**config.mk**
```make
export PLATFORM = sky130hd
export DESIGN_NAME = integer_to_padded_ascii_core
export DESIGN_NICKNAME = d
export VERILOG_FILES = /design/src/sv/itpa_pkg.sv /design/src/sv/itpa_div.sv /design/src/sv/itpa_emit.sv /design/src/sv/integer_to_padded_ascii_core.sv
export SDC_FILE = /design/constraint.sdc
export NUM_CORES = 1
export LEC_CHECK = 0
export BUFFER_PORTS_ARGS = -buffer_cell sky130_fd_sc_hd__buf_4
export CORE_MARGIN = 3
export CORE_UTILIZATION = 55
export CTS_CLUSTER_SIZE = 8
export DETAILED_ROUTE_END_ITERATION = 16
export PLACE_DENSITY = 0.81
export SKIP_CTS_REPAIR_TIMING = 1
export SYNTH_ARGS = -nofsm -noshare
export SYNTH_HDL_FRONTEND = slang
export SYNTH_SLANG_ARGS = --single-unit
```
**constraint.sdc**
```tcl
create_clock -name clk -period 5.1 [get_ports clk]
set_clock_uncertainty 0.2 [all_clocks]
set_input_delay 1.02 -clock clk [delete_from_list [all_inputs] [get_ports clk]]
set_output_delay 1.02 -clock clk [all_outputs]
set_load 0.005 [all_outputs]
```
**src/sv/itpa_pkg.sv**
```systemverilog
// Shared constants and types of the ASCII integer formatter.
// No dependencies; imported by every RTL module.
package itpa_pkg;

    localparam int ITPA_VALUE_BITS = 32;
    localparam int ITPA_MAX_WIDTH  = 63;

    localparam int RADIX_BITS    = 6;
    localparam int FW_BITS       = 6;
    localparam int FLAG_BITS     = 4;
    localparam int IN_FIELD_BITS = RADIX_BITS + 1 + FW_BITS + 3;
    localparam int CHAR_BITS     = 8;

    localparam logic [RADIX_BITS-1:0] RADIX_MIN = 6'd2;
    localparam logic [RADIX_BITS-1:0] RADIX_MAX = 6'd36;
    localparam logic [RADIX_BITS-1:0] DEC_BASE  = 6'd10;

    localparam logic [CHAR_BITS-1:0] CH_ZERO  = 8'h30;
    localparam logic [CHAR_BITS-1:0] CH_UP_A  = 8'h41;
    localparam logic [CHAR_BITS-1:0] CH_LO_A  = 8'h61;
    localparam logic [CHAR_BITS-1:0] CH_MINUS = 8'h2D;
    localparam logic [CHAR_BITS-1:0] CH_SPACE = 8'h20;

    typedef struct packed {
        logic negative;
        logic left_adjust;
        logic pad_zero;
        logic upper_case;
    } itpa_fmt_t;

endpackage

```
**src/sv/itpa_div.sv**
```systemverilog
// Bit-serial radix divider: peels digits off the value, least significant first.
// Depends on itpa_pkg; feeds digit writes to itpa_emit.
module itpa_div
    import itpa_pkg::*;
#(
    parameter int VALUE_BITS = ITPA_VALUE_BITS
)
(
    input  logic                                 clk,
    input  logic                                 rst_n,
    input  logic                                 start,
    input  logic [VALUE_BITS-1:0]                value,
    input  logic [RADIX_BITS-1:0]                radix,
    output logic                                 done,
    output logic [$clog2(VALUE_BITS+1)-1:0]      dig_cnt,
    output logic                                 dig_we,
    output logic [$clog2(VALUE_BITS)-1:0]        dig_addr,
    output logic [RADIX_BITS-1:0]                dig_val
);

    localparam int CNT_W  = $clog2(VALUE_BITS + 1);
    localparam int ADDR_W = $clog2(VALUE_BITS);
    localparam int BIT_W  = $clog2(VALUE_BITS);

    logic                  run_reg,   run_next;
    logic                  done_reg,  done_next;
    logic [VALUE_BITS-1:0] quot_reg,  quot_next;
    logic [RADIX_BITS-1:0] rem_reg,   rem_next;
    logic [RADIX_BITS-1:0] radix_reg, radix_next;
    logic [BIT_W-1:0]      bit_reg,   bit_next;
    logic [CNT_W-1:0]      cnt_reg,   cnt_next;

    logic [RADIX_BITS:0]   trial;
    logic                  ge;
    logic [RADIX_BITS-1:0] rem_step;
    logic [VALUE_BITS-1:0] quot_step;
    logic                  last_bit;
    logic                  stop;

    always_comb
    begin
        // one restoring step: bring in the next dividend bit
        trial     = {rem_reg, quot_reg[VALUE_BITS-1]};
        ge        = trial >= {1'b0, radix_reg};
        rem_step  = ge ? RADIX_BITS'(trial - {1'b0, radix_reg}) : trial[RADIX_BITS-1:0];
        quot_step = {quot_reg[VALUE_BITS-2:0], ge};
        last_bit  = bit_reg == BIT_W'(VALUE_BITS - 1);
        stop      = (quot_step == '0) || (cnt_reg == CNT_W'(VALUE_BITS - 1));

        run_next   = run_reg;
        done_next  = 1'b0;
        quot_next  = quot_reg;
        rem_next   = rem_reg;
        radix_next = radix_reg;
        bit_next   = bit_reg;
        cnt_next   = cnt_reg;
        dig_we     = 1'b0;

        if (start)
        begin
            run_next   = 1'b1;
            quot_next  = value;
            rem_next   = '0;
            radix_next = radix;
            bit_next   = '0;
            cnt_next   = '0;
        end
        else if (run_reg)
        begin
            quot_next = quot_step;
            if (last_bit)
            begin
                dig_we   = 1'b1;
                cnt_next = cnt_reg + 1'b1;
                rem_next = '0;
                bit_next = '0;
                if (stop)
                begin
                    run_next  = 1'b0;
                    done_next = 1'b1;
                end
            end
            else
            begin
                rem_next = rem_step;
                bit_next = bit_reg + 1'b1;
            end
        end
    end

    assign dig_addr = cnt_reg[ADDR_W-1:0];
    assign dig_val  = rem_step;
    assign dig_cnt  = cnt_reg;
    assign done     = done_reg;

    always_ff @(posedge clk or negedge rst_n)
    begin
        if (!rst_n)
        begin
            run_reg  <= 1'b0;
            done_reg <= 1'b0;
            quot_reg <= '0;
            cnt_reg  <= '0;
            bit_reg  <= '0;
            rem_reg  <= '0;
        end
        else
        begin
            run_reg  <= run_next;
            done_reg <= done_next;
            quot_reg <= quot_next;
            cnt_reg  <= cnt_next;
            bit_reg  <= bit_next;
            rem_reg  <= rem_next;
        end
    end

    always_ff @(posedge clk)
    begin
        radix_reg <= radix_next;
    end

endmodule

```
**src/sv/itpa_emit.sv**
```systemverilog
// Character sequencer: digit store, field layout and the output register.
// Depends on itpa_pkg; takes digit writes from itpa_div.
module itpa_emit
    import itpa_pkg::*;
#(
    parameter int VALUE_BITS = ITPA_VALUE_BITS,
    parameter int MAX_WIDTH  = ITPA_MAX_WIDTH
)
(
    input  logic                                 clk,
    input  logic                                 rst_n,
    input  logic                                 start,
    input  itpa_fmt_t                            fmt,
    input  logic [$clog2(((MAX_WIDTH > VALUE_BITS) ? MAX_WIDTH : VALUE_BITS + 1) + 1)-1:0]
                                                 wsat,
    input  logic [$clog2(VALUE_BITS+1)-1:0]      dig_cnt,
    input  logic                                 dig_we,
    input  logic [$clog2(VALUE_BITS)-1:0]        dig_addr,
    input  logic [RADIX_BITS-1:0]                dig_val,
    output logic                                 done,
    output logic                                 m_axis_tvalid,
    input  logic                                 m_axis_tready,
    output logic [CHAR_BITS-1:0]                 m_axis_tdata,   // out_char
    output logic                                 m_axis_tlast    // last_char
);

    localparam int LEN_W  = $clog2(((MAX_WIDTH > VALUE_BITS) ? MAX_WIDTH : VALUE_BITS + 1) + 1);
    localparam int ADDR_W = $clog2(VALUE_BITS);

    localparam logic [1:0] E_IDLE  = 2'd0;
    localparam logic [1:0] E_ISSUE = 2'd1;
    localparam logic [1:0] E_LOAD  = 2'd2;

    localparam logic [1:0] KIND_DIG   = 2'd0;
    localparam logic [1:0] KIND_SIGN  = 2'd1;
    localparam logic [1:0] KIND_SPACE = 2'd2;
    localparam logic [1:0] KIND_ZERO  = 2'd3;

    logic [RADIX_BITS-1:0] mem [VALUE_BITS];

    logic [1:0]            st_reg,    st_next;
    logic [LEN_W-1:0]      k_reg,     k_next;
    logic [LEN_W-1:0]      actual_reg, total_reg, pad_reg, end_reg;
    logic [1:0]            kind_reg;
    logic                  last_reg;
    logic [RADIX_BITS-1:0] rdata_reg;
    logic                  ov_reg,    ov_next;
    logic [CHAR_BITS-1:0]  och_reg;
    logic                  olast_reg;

    logic [LEN_W-1:0]      actual_c, total_c;
    logic [1:0]            kind_c;
    logic [ADDR_W-1:0]     rd_addr;
    logic [CHAR_BITS-1:0]  char_c;
    logic                  out_free;

    always_comb
    begin
        actual_c = LEN_W'(dig_cnt) + LEN_W'(fmt.negative);
        total_c  = (wsat > actual_c) ? wsat : actual_c;
    end

    // kind of the character at position k of the field
    always_comb
    begin
        if (fmt.left_adjust)
        begin
            if (fmt.negative && k_reg == '0)
                kind_c = KIND_SIGN;
            else if (k_reg < actual_reg)
                kind_c = KIND_DIG;
            else
                kind_c = KIND_SPACE;
        end
        else if (fmt.negative && fmt.pad_zero)
        begin
            if (k_reg == '0)
                kind_c = KIND_SIGN;
            else if (k_reg <= pad_reg)
                kind_c = KIND_ZERO;
            else
                kind_c = KIND_DIG;
        end
        else
        begin
            if (k_reg < pad_reg)
                kind_c = fmt.pad_zero ? KIND_ZERO : KIND_SPACE;
            else if (fmt.negative && k_reg == pad_reg)
                kind_c = KIND_SIGN;
            else
                kind_c = KIND_DIG;
        end
        // digits run most significant first and end at position end_reg - 1
        rd_addr = ADDR_W'(end_reg - k_reg - 1'b1);
    end

    always_comb
    begin
        case (kind_reg)
            KIND_DIG:
            begin
                if (rdata_reg < DEC_BASE)
                    char_c = CH_ZERO + CHAR_BITS'(rdata_reg);
                else
                    char_c = (fmt.upper_case ? CH_UP_A : CH_LO_A)
                             + CHAR_BITS'(rdata_reg - DEC_BASE);
            end
            KIND_SIGN:  char_c = CH_MINUS;
            KIND_ZERO:  char_c = CH_ZERO;
            default:    char_c = CH_SPACE;
        endcase
    end

    assign out_free = !ov_reg || m_axis_tready;

    always_comb
    begin
        st_next = st_reg;
        k_next  = k_reg;
        ov_next = ov_reg && !m_axis_tready;
        done    = 1'b0;
        unique case (st_reg)
            E_IDLE:
            begin
                if (start)
                begin
                    st_next = E_ISSUE;
                    k_next  = '0;
                end
            end
            E_ISSUE:
            begin
                st_next = E_LOAD;
                k_next  = k_reg + 1'b1;
            end
            E_LOAD:
            begin
                if (out_free)
                begin
                    ov_next = 1'b1;
                    st_next = last_reg ? E_IDLE : E_ISSUE;
                    done    = last_reg;
                end
            end
            default:
            begin
                st_next = E_IDLE;
            end
        endcase
    end

    always_ff @(posedge clk or negedge rst_n)
    begin
        if (!rst_n)
        begin
            st_reg <= E_IDLE;
            ov_reg <= 1'b0;
            k_reg  <= '0;
        end
        else
        begin
            st_reg <= st_next;
            ov_reg <= ov_next;
            k_reg  <= k_next;
        end
    end

    always_ff @(posedge clk)
    begin
        if (dig_we)
            mem[dig_addr] <= dig_val;
        if (st_reg == E_ISSUE)
        begin
            rdata_reg <= mem[rd_addr];
            kind_reg  <= kind_c;
            last_reg  <= k_reg == LEN_W'(total_reg - 1'b1);
        end
        if (st_reg == E_IDLE && start)
        begin
            actual_reg <= actual_c;
            total_reg  <= total_c;
            pad_reg    <= total_c - actual_c;
            end_reg    <= fmt.left_adjust ? actual_c : total_c;
        end
        if (st_reg == E_LOAD && out_free)
        begin
            och_reg   <= char_c;
            olast_reg <= last_reg;
        end
    end

    assign m_axis_tvalid = ov_reg;
    assign m_axis_tdata  = och_reg;
    assign m_axis_tlast  = olast_reg;

endmodule

```
**src/sv/integer_to_padded_ascii_core.sv**
```systemverilog
// Integer to padded ASCII formatter, top level. Uses itpa_pkg, itpa_div, itpa_emit.
// The bit-serial divider yields the digits one quotient bit per cycle; the emitter
// then issues and loads each character into the output register, holding while the
// sink stalls. A new request is taken only once the item's last character is loaded.
// Reset: rst_n async, active low; clears control, output beat invalid, input ready.
module integer_to_padded_ascii_core
    import itpa_pkg::*;
#(
    parameter int VALUE_BITS = ITPA_VALUE_BITS,
    parameter int MAX_WIDTH  = ITPA_MAX_WIDTH
)
(
    input  logic                 clk,
    input  logic                 rst_n,
    input  logic                 s_axis_tvalid,
    output logic                 s_axis_tready,
    // value, radix, negative, field_width, left_adjust, pad_zero, upper_case, zero fill
    input  logic [((VALUE_BITS + IN_FIELD_BITS + 7) / 8) * 8 - 1:0] s_axis_tdata,
    output logic                 m_axis_tvalid,
    input  logic                 m_axis_tready,
    output logic [CHAR_BITS-1:0] m_axis_tdata,   // out_char
    output logic                 m_axis_tlast    // last_char
);

    localparam int LEN_W  = $clog2(((MAX_WIDTH > VALUE_BITS) ? MAX_WIDTH : VALUE_BITS + 1) + 1);
    localparam int CNT_W  = $clog2(VALUE_BITS + 1);
    localparam int ADDR_W = $clog2(VALUE_BITS);

    // field offsets inside s_axis_tdata
    localparam int OFS_RADIX = VALUE_BITS;
    localparam int OFS_NEG   = OFS_RADIX + RADIX_BITS;
    localparam int OFS_FW    = OFS_NEG + 1;
    localparam int OFS_LEFT  = OFS_FW + FW_BITS;
    localparam int OFS_ZP    = OFS_LEFT + 1;
    localparam int OFS_UP    = OFS_ZP + 1;

    localparam logic [1:0] ST_IDLE = 2'd0;
    localparam logic [1:0] ST_DIV  = 2'd1;
    localparam logic [1:0] ST_EMIT = 2'd2;

    logic [1:0]            st_reg, st_next;
    itpa_fmt_t             fmt_reg;
    logic [LEN_W-1:0]      wsat_reg;

    logic                  accept;
    logic [RADIX_BITS-1:0] radix_in, radix_clamp;
    logic [FW_BITS-1:0]    fw_in;
    logic [FW_BITS:0]      fw_sat;

    logic                  div_done;
    logic [CNT_W-1:0]      dig_cnt;
    logic                  dig_we;
    logic [ADDR_W-1:0]     dig_addr;
    logic [RADIX_BITS-1:0] dig_val;
    logic                  emit_done;

    assign s_axis_tready = st_reg == ST_IDLE;
    assign accept        = s_axis_tvalid && s_axis_tready;

    always_comb
    begin
        radix_in = s_axis_tdata[OFS_RADIX +: RADIX_BITS];
        // out-of-range radix pins to the nearest legal base
        if (radix_in < RADIX_MIN)
            radix_clamp = RADIX_MIN;
        else if (radix_in > RADIX_MAX)
            radix_clamp = RADIX_MAX;
        else
            radix_clamp = radix_in;

        // field width saturates at MAX_WIDTH
        fw_in  = s_axis_tdata[OFS_FW +: FW_BITS];
        fw_sat = ({1'b0, fw_in} > (FW_BITS + 1)'(MAX_WIDTH)) ? (FW_BITS + 1)'(MAX_WIDTH)
                                                             : {1'b0, fw_in};
    end

    always_comb
    begin
        st_next = st_reg;
        unique case (st_reg)
            ST_IDLE: if (accept)    st_next = ST_DIV;
            ST_DIV:  if (div_done)  st_next = ST_EMIT;
            ST_EMIT: if (emit_done) st_next = ST_IDLE;
            default:                st_next = ST_IDLE;
        endcase
    end

    always_ff @(posedge clk or negedge rst_n)
    begin
        if (!rst_n)
            st_reg <= ST_IDLE;
        else
            st_reg <= st_next;
    end

    // format controls hold for the whole item
    always_ff @(posedge clk)
    begin
        if (accept)
        begin
            fmt_reg.negative    <= s_axis_tdata[OFS_NEG];
            fmt_reg.left_adjust <= s_axis_tdata[OFS_LEFT];
            fmt_reg.pad_zero    <= s_axis_tdata[OFS_ZP];
            fmt_reg.upper_case  <= s_axis_tdata[OFS_UP];
            wsat_reg            <= LEN_W'(fw_sat);
        end
    end

    itpa_div #(
        .VALUE_BITS (VALUE_BITS)
    ) u_div (
        .clk      (clk),
        .rst_n    (rst_n),
        .start    (accept),
        .value    (s_axis_tdata[VALUE_BITS-1:0]),
        .radix    (radix_clamp),
        .done     (div_done),
        .dig_cnt  (dig_cnt),
        .dig_we   (dig_we),
        .dig_addr (dig_addr),
        .dig_val  (dig_val)
    );

    itpa_emit #(
        .VALUE_BITS (VALUE_BITS),
        .MAX_WIDTH  (MAX_WIDTH)
    ) u_emit (
        .clk           (clk),
        .rst_n         (rst_n),
        .start         (div_done),
        .fmt           (fmt_reg),
        .wsat          (wsat_reg),
        .dig_cnt       (dig_cnt),
        .dig_we        (dig_we),
        .dig_addr      (dig_addr),
        .dig_val       (dig_val),
        .done          (emit_done),
        .m_axis_tvalid (m_axis_tvalid),
        .m_axis_tready (m_axis_tready),
        .m_axis_tdata  (m_axis_tdata),
        .m_axis_tlast  (m_axis_tlast)
    );

endmodule

```
### After elaboration in Yosys (flattened, before gate mapping)

Memory sizes are Yosys's and may differ from the RTL's. A register that Yosys moved wholly into a read port is not among the register bits.
Cells that the tools add are included.

| word-level totals | value |
|---|---|
| bits of input ports | 52 |
| word-level logic and storage cells | 139 |
| memories kept | 1 |
| memory bits (writable) | 192 |
| ROM bits | 0 |
| output and inout bits | 11 |
| latch bits | 0 |
| bits in registers | 113 |

| operators by class | value |
|---|---|
| eq/ne operators | 15 |
| shift-type cells | 0 |
| divide/modulo/power cells | 0 |
| add/sub/neg operators | 12 |
| multipliers | 0 |
| reductions and logical operators | 24 |
| bitwise logic cells | 0 |
| muxes and demuxes | 54 |
| $lt $le $gt $ge | 8 |

Memory list:

| memory | words | bits a word | rd ports | clocked after Yosys merged registers in | wr ports | RTL line | source |
|---|---|---|---|---|---|---|---|
| u_emit.mem | 32 | 6 | 1 | 1 | 1 | itpa_emit.sv:39 | `logic [RADIX_BITS-1:0] mem [VALUE_BITS];` |

Operators by type and width:

| kind | count |
|---|---|
| $mux 6 | 11 |
| $mux 32 | 2 |
| $logic_not 32->1 | 1 |
| $mux 2 | 12 |
| $pmux 8 s3 | 1 |
| $mux 1 | 20 |
| $mux 5 | 4 |
| $add 6x1->6 const B | 2 |
| $eq 6x6->1 | 2 |
| $lt 6x6->1 | 2 |
| $pmux 2 s3 | 2 |
| $pmux 6 s2 | 1 |
| $sub 6x6->6 | 2 |
| $add 8x8->8 | 1 |
| $mux 8 | 1 |
| $add 6x6->7 const A | 1 |
| $ge 7x6->1 | 1 |
| $logic_and 1x1->1 | 7 |
| $sub 6x4->7 const B | 1 |
| $add 6x1->6 | 1 |
| $eq 2x1->1 const B | 3 |
| $eq 2x2->1 const B | 3 |
| $eq 6x5->1 const B | 1 |
| $gt 6x6->1 | 1 |
| 19 further kinds | 30 |

### Depth between registers and ports, before layout

| logic depth | value |
|---|---|
| depth after elaboration | 7 |
| depth in mapped cells | 19 |
| gate-level depth less buffers | 19 |

### By module

A second synthesis with hierarchy kept.

| unflattened totals | value |
|---|---|
| cells, all modules | 958 |
| area total of the unflattened synthesis | 14249.9 sq um |

By module, submodules not included:

| module | times used | cells each | area each (sq um) | seq. area each (sq um) |
|---|---|---|---|---|
| itpa_emit | 1 | 639 | 10825.4 | 7221.9 |
| itpa_div | 1 | 289 | 2954.1 | 1456.4 |
| integer_to_padded_ascii_core | 1 | 30 | 470.5 | 350.3 |

### Least setup slack after synthesis

OpenSTA, ideal clock, no wires.

| path | value |
|---|---|
| path type | flip-flop to flip-flop |
| from | register u_div.cnt_reg[2], in the netlist u_div.dig_cnt[2] |
| to | register u_emit.pad_reg[4], data pin |
| data required time | 4.643 ns |
| clock period less this slack | 4.370 ns |
| arrival | 3.913 ns |
| cell stages (with the launch flop) | 19 |
| library setup time | 0.257 ns |
| path slack | 0.730 ns |
| buffers on the path | 2 |
| path through | dfrtp_1 clkbuf_1 nand3_1 nor2_1 xor2_1 inv_1 ha_1 nand2_1 or4b_1 o21ai_2 buf_2 o21a_1 ha_1 fa_1 inv_1 a21oi_1 a21oi_1 or3b_2 xor2_1 |

| between the ends | value |
|---|---|
| word-level cells in the longest chain between the ends | 4 |

RTL lines:

| item | RTL line | source |
|---|---|---|
| start: declaration | itpa_div.sv:31 | `logic [CNT_W-1:0] cnt_reg, cnt_next;` |
| start signal: assignment | itpa_div.sv:112 | `cnt_reg <= cnt_next;` |
| $add 6x1->6 | itpa_emit.sv:59 | `actual_c = LEN_W'(dig_cnt) + LEN_W'(fmt.negative);` |
| named net u_emit.actual_c[5] | itpa_emit.sv:51 | `logic [LEN_W-1:0] actual_c, total_c;` |
| $gt 6x6->1 | itpa_emit.sv:60 | `total_c = (wsat > actual_c) ? wsat : actual_c;` |
| $mux 6 | itpa_emit.sv:60 |  |
| $sub 6x6->6 | itpa_emit.sv:182 | `pad_reg <= total_c - actual_c;` |
| end signal: assignment | itpa_emit.sv:182 |  |
| end: declaration | itpa_emit.sv:43 | `logic [LEN_W-1:0] actual_reg, total_reg, pad_reg, end_reg;` |

The timed path passes the listed nets, and every way through them passes these cells.
A chain may end at the register's enable or synchronous reset.

### Worst setup path after layout

| path | value |
|---|---|
| from | register u_div.cnt_reg[2], in the netlist u_div.dig_cnt[2] |
| to | register u_emit.pad_reg[4], data pin |

| between the ends | value |
|---|---|
| word-level cells in the longest chain between the ends | 4 |

RTL lines:

| item | RTL line |
|---|---|
| $add 6x1->6 | itpa_emit.sv:59 |
| named net u_emit.actual_c[5] | itpa_emit.sv:51 |
| $gt 6x6->1 | itpa_emit.sv:60 |
| $mux 6 | itpa_emit.sv:60 |
| named net u_emit.total_c[1] | itpa_emit.sv:51 |
| $sub 6x6->6 | itpa_emit.sv:182 |

The timed path passes the listed nets, and every way through them passes these cells.

==> key figures <==
Outcome
  – Status: finished, final reports clean

Worst setup path
  – Arrival time at the worst endpoint: 4.77 ns
  – Startpoint Class: flop
  – Worst R2R End: u_emit.pad_reg[4]
  – CP Max Fanout: 15
  – Critical path's slowest cell: dfrtp_1
  – Reg2reg path depth: 16
  – RR Startpoint: u_div.dig_cnt[2]
  – Crit path required time: just over 5 ns
  – Critical Path End Type: flop
  – Slowest stage delay, CP: about 0.6 ns
  – Worst path most repeated cell: inv_1
  – FF-to-FF setup slack: roughly 0.40 ns
  – CP Class: flop to flop
  – Crit path cell chain: nand3_1 -> nor2_1 -> xor2_1 -> inv_1 -> ha_1 -> a31oi_1 -> o21ai_2 -> o21ai_2 -> mux2_2 -> inv_1 -> fa_1 -> inv_1 -> a21oi_1 -> a21oi_1 -> or3b_2 -> xor2_1

Min path
  – Worst Hold Launch: st_reg[1]
  – Worst Hold Class: flop to flop
  – Hold depth: 1
  – Worst hold endpoint: st_reg[0]

Clock network
  – CTS buffer count: 44
  – Clock Root Buffer: clkbuf_16
  – Clock-pin slew on the worst setup and hold paths: ~0.050 ns
  – Max clock buf depth: 3
  – CTS tree: done
  – Worst-Skew Late Latency: 0.53 ns
  – H-tree Lvls: 2
  – # clock sinks: between 300 and 400

Synth
  – Top-count cell post-synth: edfxtp_1
  – Post-synth top cells: edfxtp_1 (249), nor2_1 (80), nand2_1 (77)
  – Fraction of synthesized cell area in xor and xnor cells: 0.0258
  – Post-synthesis mux area share: 0.132
  – Main combinational cell family by area after synthesis: multiplexers
  – Synth Area in Simple Gates: 0.0776
  – Sequential area share after synthesis: 0.641
  – Syn. warnings: 0
  – Synth Area in Compound Gates: 0.0530
  – Post-Synth Adder-Cell Area: 0.0457
  – FF+latch count, synth: 311
  – Gate Count Post-Synth: approximately 960
  – Dominant cells by area after synthesis: edfxtp_1 (53%), dfrtp_1 (11%), mux4_2 (9.6%)
  – Avg Inst Size Synth: between 10 and 15 um2
  – Synth Flop Type: edfxtp_1
  – Async set-reset flop share out of synthesis: 0.199
  – Dominant cell type by area after synthesis: edfxtp_1
  – Post-synth EDFFs: ~250
  – Synth top area share: 0.531
  – Number of distinct library cells after synthesis: 64
  – Net Count, Synth: about 1100
  – Synth Cell Area: ~0.014 mm2

Die
  – Initial Utilization: 0.569
  – Die Wd: between 150 and 200 um
  – Row Count: between 50 and 60
  – IO Pins: 63
  – Core Area: between 0.02 and 0.025 mm2
  – Die Height: 166 um
  – Die ar.: 0.0276 mm2

Layout
  – Antenna Cells: 0
  – P&R area growth vs syn: 15.0%
  – Max FFs per register: between 150 and 200
  – Share of layout cells above drive strength 1: 0.200
  – Post-route insts no fill: around 1400
  – Fin nets: approximately 1100

Placed design
  – Gp weighted congestion: just under 0.9
  – Hpwl dp: around 18000 um
  – I/O Buffers: just over 60
  – Placed cells: roughly 1300

Timing
  – Final Hold Viols: 0
  – Tcrit/Tclk final: 0.921
  – Unrepaired setup endpoints after global routing: false
  – Post-route minimum period: between 4 and 5 ns
  – Worst Max-Slew Pin Slew: ~1.3 ns
  – TNS Setup: 0 ns
  – Max transition margin: 0.116
  – Highest Clock Rate: between 200 and 250 MHz
  – Final setup vio count: 0
  – Fin. max-slew vios: 0

Global route
  – Global routing's busiest layer: met2
  – Remaining global-route overflow: 0
  – Met2 Use GR: 0.345
  – Met1 global-route usage: 0.298
  – Antenna violations before repair: 0
  – Global-route met3 utilization: 0.0359
  – Vias in the first global route: about 8400
  – GR Util All Layers: 0.211
  – First-pass GRT wire length: ~46000 um
  – Largest net degree at the start of global routing: 91

Drt
  – Drt first pass iters: 5
  – Residual DRC: 0
  – Vias post-DR: 8288
  – Post-DRT Antenna Nets: 0
  – WL per Instance: approximately 21 um
  – DR vias/cell: 6.00
  – First DRT Iteration DRCs: between 700 and 800
  – Routed WL: about 29000 um

Pwr
  – P_leak: around 6.1 nW
  – Max rail drop VDD: around 380 uV
  – PD cells: around 550 mW/mm2

Run
  – Max-cap violation count: 0
-- cells by family (layout without fill, tap and decap cells) --
logic type	after synthesis	in the layout
AO/OA/AOI/OAI	124	124
XOR/XNOR	38	38
adder cells (fa/ha/maj)	50	50
buffers and inverters	88	191
flip-flops	311	311
multiplexers	108	108
AND/OR/NAND/NOR	236	236
-- worst max-delay path, delay by kind of cell (launching register included) --
kind	cells	cell delay [ns]
adders and majority gates	2	0.51
buffers and inverters	3	0.23
DFF	1	0.61
AOI/OAI and AO/OA	5	1.23
xor gates and xnor gates	2	0.42
muxes	1	0.44
and+or+nand+nor	3	0.81
-- cell type report --
type	instances	area (um2)
clock buffers	62	1210
clock inverters	1	16.3
fillers	1638	8550
inverters	56	210
multi-input cells	556	4750
flip-flops and latches	311	9030
well taps	324	405
repair buffers	72	568
-- cell usage in the layout (no fill, tap or decap), types with 22 or more instances in the layout --
master,n
buf_4,70
nor2_1,78
o21ai_0,60
mux2i_1,35
nand2_1,77
clkbuf_16,46
inv_1,54
dfrtp_1,61
mux4_2,60
ha_1,44
a21oi_1,22
edfxtp_1,249
-- per-layer routing --
metal,vias up,wire length [um]
li1,3745,-
met1,4126,12000
met2,376,14300
met3,41,2040
met4,0,448
met5,-,0
-- how the worst max path moves through the flow --
stage	startpoint	to	slack [ns]	cells past startpoint
global route	u_div.dig_cnt[2]	u_emit.pad_reg[4]	0.03	16
CTS	u_div.dig_cnt[2]	u_emit.pad_reg[4]	0.43	16
detailed placement	u_div.dig_cnt[2]	u_emit.pad_reg[4]	0.49	16
global placement	u_div.dig_cnt[2]	u_emit.pad_reg[4]	0.58	16
floorplan	u_div.dig_cnt[2]	u_emit.pad_reg[4]	0.73	18
finish	u_div.dig_cnt[2]	u_emit.pad_reg[4]	0.40	16
-- power breakdown --
part	switching [mW]	leakage, nW	internal (mW)
clock	0.991	0.593	1.62
sequential	0.196	2.97	3.51
combinational	1.53	2.52	1.13
-- through the flow --
stage                     area, um2   util  hold slack, ns  setup WS (ns)  power (mW)
after floorplan               14100      -           0.232          0.730        5.50
after global placement        14900  0.603           0.253          0.580        6.17
after detailed placement      14900  0.603           0.271          0.487        6.30
after CTS                     16200  0.653           0.282          0.425        8.97
after global routing          16200  0.654           0.307         0.0321        9.42
final                         16200  0.654           0.278          0.404        8.97
Note: power is estimated with default switching activity, not from simulation.
